<file path="config.mk">
export PLATFORM = sky130hd
export DESIGN_NAME = aes_front
export DESIGN_NICKNAME = d
export VERILOG_FILES = /design/src/hw/rtl/aes_pkg.sv /design/src/hw/rtl/aes_front.sv
export SDC_FILE = /design/constraint.sdc
export NUM_CORES = 1
export LEC_CHECK = 0
export ABC_AREA = 1
export BUFFER_PORTS_ARGS = -buffer_cell sky130_fd_sc_hd__buf_2
export CAP_MARGIN = 15
export CELL_PAD_IN_SITES_DETAIL_PLACEMENT = 1
export CELL_PAD_IN_SITES_GLOBAL_PLACEMENT = 1
export CORE_MARGIN = 4
export CORE_UTILIZATION = 40
export CTS_CLUSTER_SIZE = 10
export DETAILED_ROUTE_END_ITERATION = 8
export PLACE_DENSITY_LB_ADDON = 0.1
export SLEW_MARGIN = 20
export SYNTH_ARGS = -nofsm -noshare
export SYNTH_HDL_FRONTEND = slang
export SYNTH_SLANG_ARGS = --single-unit
</file>
<file path="constraint.sdc">
create_clock -name aclk -period 7.1 [get_ports aclk]
set_clock_uncertainty 0.1 [all_clocks]
set_input_delay 0.71 -clock aclk [delete_from_list [all_inputs] [get_ports aclk]]
set_output_delay 0.71 -clock aclk [all_outputs]
set_load 0.005 [all_outputs]
</file>
<file path="src/hw/rtl/aes_pkg.sv">
// ----------------------------------------------------------------------------
// aes_pkg
// Shared types, constants and byte functions for the AES-128 cipher.
// ----------------------------------------------------------------------------
package aes_pkg;

    localparam int unsigned ROUNDS_DEF = 10;
    localparam int unsigned KEY_W      = 64;
    localparam int unsigned BLK_W      = 128;

    typedef enum logic [0:0] {
        KIND_ENC = 1'b0,
        KIND_DEC = 1'b1
    } kind_t;

    typedef enum logic [0:0] {
        REG_KEY_HIGH = 1'b0,
        REG_KEY_LOW  = 1'b1
    } reg_idx_t;

    typedef enum logic [1:0] {
        ST_IDLE,
        ST_KEYX,
        ST_RUN,
        ST_DONE
    } core_state_t;

    typedef struct packed {
        logic              kind;
        logic [BLK_W-1:0]  blk;
    } job_t;

    function automatic logic [7:0] sbox(input logic [7:0] a);
        logic [7:0] t [256];
        t = '{
        8'h63,8'h7c,8'h77,8'h7b,8'hf2,8'h6b,8'h6f,8'hc5,8'h30,8'h01,8'h67,8'h2b,8'hfe,8'hd7,8'hab,8'h76,
        8'hca,8'h82,8'hc9,8'h7d,8'hfa,8'h59,8'h47,8'hf0,8'had,8'hd4,8'ha2,8'haf,8'h9c,8'ha4,8'h72,8'hc0,
        8'hb7,8'hfd,8'h93,8'h26,8'h36,8'h3f,8'hf7,8'hcc,8'h34,8'ha5,8'he5,8'hf1,8'h71,8'hd8,8'h31,8'h15,
        8'h04,8'hc7,8'h23,8'hc3,8'h18,8'h96,8'h05,8'h9a,8'h07,8'h12,8'h80,8'he2,8'heb,8'h27,8'hb2,8'h75,
        8'h09,8'h83,8'h2c,8'h1a,8'h1b,8'h6e,8'h5a,8'ha0,8'h52,8'h3b,8'hd6,8'hb3,8'h29,8'he3,8'h2f,8'h84,
        8'h53,8'hd1,8'h00,8'hed,8'h20,8'hfc,8'hb1,8'h5b,8'h6a,8'hcb,8'hbe,8'h39,8'h4a,8'h4c,8'h58,8'hcf,
        8'hd0,8'hef,8'haa,8'hfb,8'h43,8'h4d,8'h33,8'h85,8'h45,8'hf9,8'h02,8'h7f,8'h50,8'h3c,8'h9f,8'ha8,
        8'h51,8'ha3,8'h40,8'h8f,8'h92,8'h9d,8'h38,8'hf5,8'hbc,8'hb6,8'hda,8'h21,8'h10,8'hff,8'hf3,8'hd2,
        8'hcd,8'h0c,8'h13,8'hec,8'h5f,8'h97,8'h44,8'h17,8'hc4,8'ha7,8'h7e,8'h3d,8'h64,8'h5d,8'h19,8'h73,
        8'h60,8'h81,8'h4f,8'hdc,8'h22,8'h2a,8'h90,8'h88,8'h46,8'hee,8'hb8,8'h14,8'hde,8'h5e,8'h0b,8'hdb,
        8'he0,8'h32,8'h3a,8'h0a,8'h49,8'h06,8'h24,8'h5c,8'hc2,8'hd3,8'hac,8'h62,8'h91,8'h95,8'he4,8'h79,
        8'he7,8'hc8,8'h37,8'h6d,8'h8d,8'hd5,8'h4e,8'ha9,8'h6c,8'h56,8'hf4,8'hea,8'h65,8'h7a,8'hae,8'h08,
        8'hba,8'h78,8'h25,8'h2e,8'h1c,8'ha6,8'hb4,8'hc6,8'he8,8'hdd,8'h74,8'h1f,8'h4b,8'hbd,8'h8b,8'h8a,
        8'h70,8'h3e,8'hb5,8'h66,8'h48,8'h03,8'hf6,8'h0e,8'h61,8'h35,8'h57,8'hb9,8'h86,8'hc1,8'h1d,8'h9e,
        8'he1,8'hf8,8'h98,8'h11,8'h69,8'hd9,8'h8e,8'h94,8'h9b,8'h1e,8'h87,8'he9,8'hce,8'h55,8'h28,8'hdf,
        8'h8c,8'ha1,8'h89,8'h0d,8'hbf,8'he6,8'h42,8'h68,8'h41,8'h99,8'h2d,8'h0f,8'hb0,8'h54,8'hbb,8'h16};
        return t[a];
    endfunction

    function automatic logic [7:0] inv_sbox(input logic [7:0] a);
        logic [7:0] t [256];
        t = '{
        8'h52,8'h09,8'h6a,8'hd5,8'h30,8'h36,8'ha5,8'h38,8'hbf,8'h40,8'ha3,8'h9e,8'h81,8'hf3,8'hd7,8'hfb,
        8'h7c,8'he3,8'h39,8'h82,8'h9b,8'h2f,8'hff,8'h87,8'h34,8'h8e,8'h43,8'h44,8'hc4,8'hde,8'he9,8'hcb,
        8'h54,8'h7b,8'h94,8'h32,8'ha6,8'hc2,8'h23,8'h3d,8'hee,8'h4c,8'h95,8'h0b,8'h42,8'hfa,8'hc3,8'h4e,
        8'h08,8'h2e,8'ha1,8'h66,8'h28,8'hd9,8'h24,8'hb2,8'h76,8'h5b,8'ha2,8'h49,8'h6d,8'h8b,8'hd1,8'h25,
        8'h72,8'hf8,8'hf6,8'h64,8'h86,8'h68,8'h98,8'h16,8'hd4,8'ha4,8'h5c,8'hcc,8'h5d,8'h65,8'hb6,8'h92,
        8'h6c,8'h70,8'h48,8'h50,8'hfd,8'hed,8'hb9,8'hda,8'h5e,8'h15,8'h46,8'h57,8'ha7,8'h8d,8'h9d,8'h84,
        8'h90,8'hd8,8'hab,8'h00,8'h8c,8'hbc,8'hd3,8'h0a,8'hf7,8'he4,8'h58,8'h05,8'hb8,8'hb3,8'h45,8'h06,
        8'hd0,8'h2c,8'h1e,8'h8f,8'hca,8'h3f,8'h0f,8'h02,8'hc1,8'haf,8'hbd,8'h03,8'h01,8'h13,8'h8a,8'h6b,
        8'h3a,8'h91,8'h11,8'h41,8'h4f,8'h67,8'hdc,8'hea,8'h97,8'hf2,8'hcf,8'hce,8'hf0,8'hb4,8'he6,8'h73,
        8'h96,8'hac,8'h74,8'h22,8'he7,8'had,8'h35,8'h85,8'he2,8'hf9,8'h37,8'he8,8'h1c,8'h75,8'hdf,8'h6e,
        8'h47,8'hf1,8'h1a,8'h71,8'h1d,8'h29,8'hc5,8'h89,8'h6f,8'hb7,8'h62,8'h0e,8'haa,8'h18,8'hbe,8'h1b,
        8'hfc,8'h56,8'h3e,8'h4b,8'hc6,8'hd2,8'h79,8'h20,8'h9a,8'hdb,8'hc0,8'hfe,8'h78,8'hcd,8'h5a,8'hf4,
        8'h1f,8'hdd,8'ha8,8'h33,8'h88,8'h07,8'hc7,8'h31,8'hb1,8'h12,8'h10,8'h59,8'h27,8'h80,8'hec,8'h5f,
        8'h60,8'h51,8'h7f,8'ha9,8'h19,8'hb5,8'h4a,8'h0d,8'h2d,8'he5,8'h7a,8'h9f,8'h93,8'hc9,8'h9c,8'hef,
        8'ha0,8'he0,8'h3b,8'h4d,8'hae,8'h2a,8'hf5,8'hb0,8'hc8,8'heb,8'hbb,8'h3c,8'h83,8'h53,8'h99,8'h61,
        8'h17,8'h2b,8'h04,8'h7e,8'hba,8'h77,8'hd6,8'h26,8'he1,8'h69,8'h14,8'h63,8'h55,8'h21,8'h0c,8'h7d};
        return t[a];
    endfunction

    function automatic logic [7:0] xtime(input logic [7:0] v);
        return {v[6:0], 1'b0} ^ (v[7] ? 8'h1b : 8'h00);
    endfunction

    // byte k of a 128-bit block, byte 0 in the top bits
    function automatic logic [7:0] get_b(input logic [127:0] s, input int k);
        return s[127-8*k -: 8];
    endfunction

    function automatic logic [127:0] enc_round(input logic [127:0] s, input logic last);
        logic [7:0]   b [16];
        logic [7:0]   o [16];
        logic [7:0]   a0, a1, a2, a3;
        logic [127:0] r;
        for (int c = 0; c < 4; c++) begin
            for (int rr = 0; rr < 4; rr++) begin
                b[rr + 4*c] = sbox(get_b(s, rr + 4*((c + rr) % 4)));
            end
        end
        for (int c = 0; c < 4; c++) begin
            a0 = b[4*c]; a1 = b[4*c+1]; a2 = b[4*c+2]; a3 = b[4*c+3];
            if (last) begin
                o[4*c] = a0; o[4*c+1] = a1; o[4*c+2] = a2; o[4*c+3] = a3;
            end else begin
                o[4*c]   = xtime(a0) ^ xtime(a1) ^ a1 ^ a2 ^ a3;
                o[4*c+1] = a0 ^ xtime(a1) ^ xtime(a2) ^ a2 ^ a3;
                o[4*c+2] = a0 ^ a1 ^ xtime(a2) ^ xtime(a3) ^ a3;
                o[4*c+3] = xtime(a0) ^ a0 ^ a1 ^ a2 ^ xtime(a3);
            end
        end
        for (int k = 0; k < 16; k++) r[127-8*k -: 8] = o[k];
        return r;
    endfunction

    // inverse shift rows then inverse sub bytes
    function automatic logic [127:0] dec_sub(input logic [127:0] s);
        logic [127:0] r;
        for (int c = 0; c < 4; c++) begin
            for (int rr = 0; rr < 4; rr++) begin
                r[127-8*(rr+4*c) -: 8] = inv_sbox(get_b(s, rr + 4*((c + 4 - rr) % 4)));
            end
        end
        return r;
    endfunction

    function automatic logic [127:0] inv_mix(input logic [127:0] s);
        logic [127:0] r;
        logic [7:0]   a [4];
        logic [7:0]   x2 [4];
        logic [7:0]   x4 [4];
        logic [7:0]   x8 [4];
        logic [7:0]   m9 [4];
        logic [7:0]   mb [4];
        logic [7:0]   md [4];
        logic [7:0]   me [4];
        for (int c = 0; c < 4; c++) begin
            for (int j = 0; j < 4; j++) begin
                a[j]  = get_b(s, 4*c + j);
                x2[j] = xtime(a[j]);
                x4[j] = xtime(x2[j]);
                x8[j] = xtime(x4[j]);
                m9[j] = x8[j] ^ a[j];
                mb[j] = x8[j] ^ x2[j] ^ a[j];
                md[j] = x8[j] ^ x4[j] ^ a[j];
                me[j] = x8[j] ^ x4[j] ^ x2[j];
            end
            for (int rr = 0; rr < 4; rr++) begin
                r[127-8*(4*c+rr) -: 8] = me[rr] ^ mb[(rr+1)%4] ^ md[(rr+2)%4] ^ m9[(rr+3)%4];
            end
        end
        return r;
    endfunction

    function automatic logic [31:0] sub_word(input logic [31:0] w);
        return {sbox(w[31:24]), sbox(w[23:16]), sbox(w[15:8]), sbox(w[7:0])};
    endfunction

endpackage

</file>
<file path="src/hw/rtl/aes_front.sv">
// ----------------------------------------------------------------------------
// aes_front
// Two-entry job queue between the input channel and the cipher core.
// ----------------------------------------------------------------------------
module aes_front
    import aes_pkg::*;
(
    input  logic aclk,
    input  logic aresetn,
    input  logic in_valid,
    output logic in_ready,
    input  job_t in_job,
    output logic out_valid,
    input  logic out_ready,
    output job_t out_job
);
    job_t q_reg [2];
    logic rd_reg, wr_reg;
    logic [1:0] cnt_reg;
    logic push, pop;

    assign in_ready  = (cnt_reg != 2'd2);
    assign out_valid = (cnt_reg != 2'd0);
    assign out_job   = q_reg[rd_reg];
    assign push = in_valid && in_ready;
    assign pop  = out_valid && out_ready;

    always_ff @(posedge aclk) begin
        if (push) begin
            q_reg[wr_reg] <= in_job;
        end
        if (!aresetn) begin
            rd_reg  <= 1'b0;
            wr_reg  <= 1'b0;
            cnt_reg <= 2'd0;
        end else begin
            if (push) wr_reg <= ~wr_reg;
            if (pop)  rd_reg <= ~rd_reg;
            cnt_reg <= cnt_reg + {1'b0, push} - {1'b0, pop};
        end
    end
endmodule

</file>
==> qor.yml <==
clock_tree:
  cts_tree: "done"
  cts.sinks: 263
  cts_buffers: 30
  cts_max_level: 1
  cts_hold_buffers: 0
  clk_path_buf_depth: 3
  cts_setup_buffers: 0
  clkLatencyLatePin_ns: 0.52
  cts.clk_slew.worst_paths_ns: 0.06
  post_cts_resized: 0
  clock-root-buffer: "clkbuf_16"
synthesis:
  synth_seq_cells: 263
  synth_nets: 572
  syn_area_um2: 9590
  synth_warnings: 0
  syn-mean-instance-area_um2: 21.9
  netlist_instances: 437
  synthDistinctLibCells: 11
  ys_seq_area_share_pct: 81.8
power_and_ir_drop:
  p_per_area_nw_per_um2: 350
  power.total_mw: 4.21
  peakVddDrop_mv: 0.180
  leakage_nw: 4.47
place:
  hpwl_mm: 13.8
  gp_congestion: 0.723
  io_buffers: 263
  pre_cts_slack_ns: 3.86
sta:
  tightest_slew_ns: 1.04
  drv_slew: 0
  max_freq_mhz: 270
  period_share_pct: 52.3
  finalSetupViolCount: 0
  relSlewSlack_pct: 30.5
  finalHoldViolCount: 0
  worst_slack_ns: 3.39
  min_period_ns: 3.71
  tns_ns: 0
  rsz0062_at_grt: "no"
drt:
  drtIter0Drc: 227
  wl_per_cell_um: 19.6
  via_per_inst: 4.70
  drtAntennaViolNets: 0
  drc_errors: 0
  routed_wl_mm: 20.7
  vias: 4968
  firstDrtPassIters: 4
die:
  start_util_pct: 40.7
  io_pins: 264
  core_area_um2: 23500
  dieArea_um2: 26500
  dieWidth_um: 163
  rows: 56
  die_h_um: 163
critical_path:
  cpLargestDelayFamily: "buffers and inverters"
  crit_required_ns: 6.29
  cp.depth: 3
  cp-start-kind: "flip-flop"
  slowest_stage: "buf_4"
  cp-end-kind: "output port"
  cp_cell_sequence: "buf_4 -> mux2_2 -> buf_2"
  cp.arrival_ns: 2.90
  critPathBufInv: 2
  worstSetupPathType: "reg -> out"
  crit_fanout: 76
  r2r_cells: 5
  critical_path.max_stage_delay_ns: 0.89
worst_hold_path:
  hold_path.class: "in -> reg"
  holdPathStages: 1
global_route:
  grt_pass1_wl_mm: 30.8
  overflow: 0
  grt_pass1_vias: 5619
  antenna_found_initial: 4
  grt_max_degree: 77
  grt_usage_pct: 14.8
layout:
  nNetsFinal: 857
  drive_above_1_share_pct: 58.3
  layout_commonest_cell: "buf_2"
  largest_reg_flops: 258
  diodes: 0
  area_growth_pct: 25.5
  final_cell_mix: "buf_2, edfxtp_1, mux2_2"
flow_run:
  max-cap-violations: 0
status:
  status: "finished clean"
## worst register-to-register path, delay by kind of cell, from the launching register on
kind                   cells  cell delay (ns)
buffers and inverters      3             1.46
and+or+nand+nor            2             0.31
DFF                        1             0.36
## cells in the mapped netlist
library cell	number	area, µm²
nand2_1	9	33.8
nor2_1	8	30.0
ha_1	2	25.0
buf_6	13	146
edfxtp_1	258	7750
nand3_1	3	15.0
inv_1	7	26.3
buf_2	1	5.00
dfxtp_1	5	100
mux2_2	129	1450
a21oi_1	2	10.0
## path summary, 6_finish.rpt
check	slack (ns)	startpoint	endpoint
worst max-delay path	3.39	flip-flop	out_job[88]
worst min-delay path	0.27	in_job[109]	q_reg[1][109]$_DFFE_PP_
worst max register to register	4.42	cnt_reg[0]$_SDFF_PN0_	q_reg[1][79]$_DFFE_PP_
worst min register to register	0.42	rd_reg$_SDFFE_PN0P_	flip-flop
## cell families after synthesis
family | synth area share (%)
and+or+nand+nor | 0.822
muxes | 15.1
AOI/OAI and AO/OA | 0.104
DFF | 81.8
adders and majority gates | 0.261
buffers and inverters | 1.85
## routing by layer
metal / up-vias / share of wire [%] / GRT usage (%) / wire (µm)
li1: 2288 / - / - / -
met1: 2463 / 39 / 18.1 / 8170
met2: 181 / 51 / 25.9 / 10600
met3: 28 / 7.3 / 4.18 / 1500
met4: 8 / 1.7 / 4.27 / 349
met5: - / 0.36 / 0 / 74
## stage by stage
step	hold slack, ns	area, µm²	std cells	util, %
floorplan	0.367	9590	437	-
global placement	0.392	11200	1009	47.6
detailed placement	0.398	11200	1009	47.6
CTS	0.241	12000	1056	51.1
global route	0.240	12000	1056	51.1
finish	0.267	12000	1056	51.1
## power by group
group	switching (mW)	internal [mW]	total, mW	leakage [nW]
clock	0.537	0.791	1.33	0.401
sequential	0.0851	1.97	2.05	2.45
combinational	0.418	0.409	0.827	1.62
total	1.04	3.17	4.21	4.47
## cell type report
class	count	area, µm²
Fill cell	2292	11500
Sequential cell	263	7850
Multi-Input combinational cell	153	1570
Timing Repair Buffer	267	1350
Clock buffer	47	836
Tap cell	319	399
Inverter	7	31.3
Note: power is estimated with default switching activity, not from simulation.
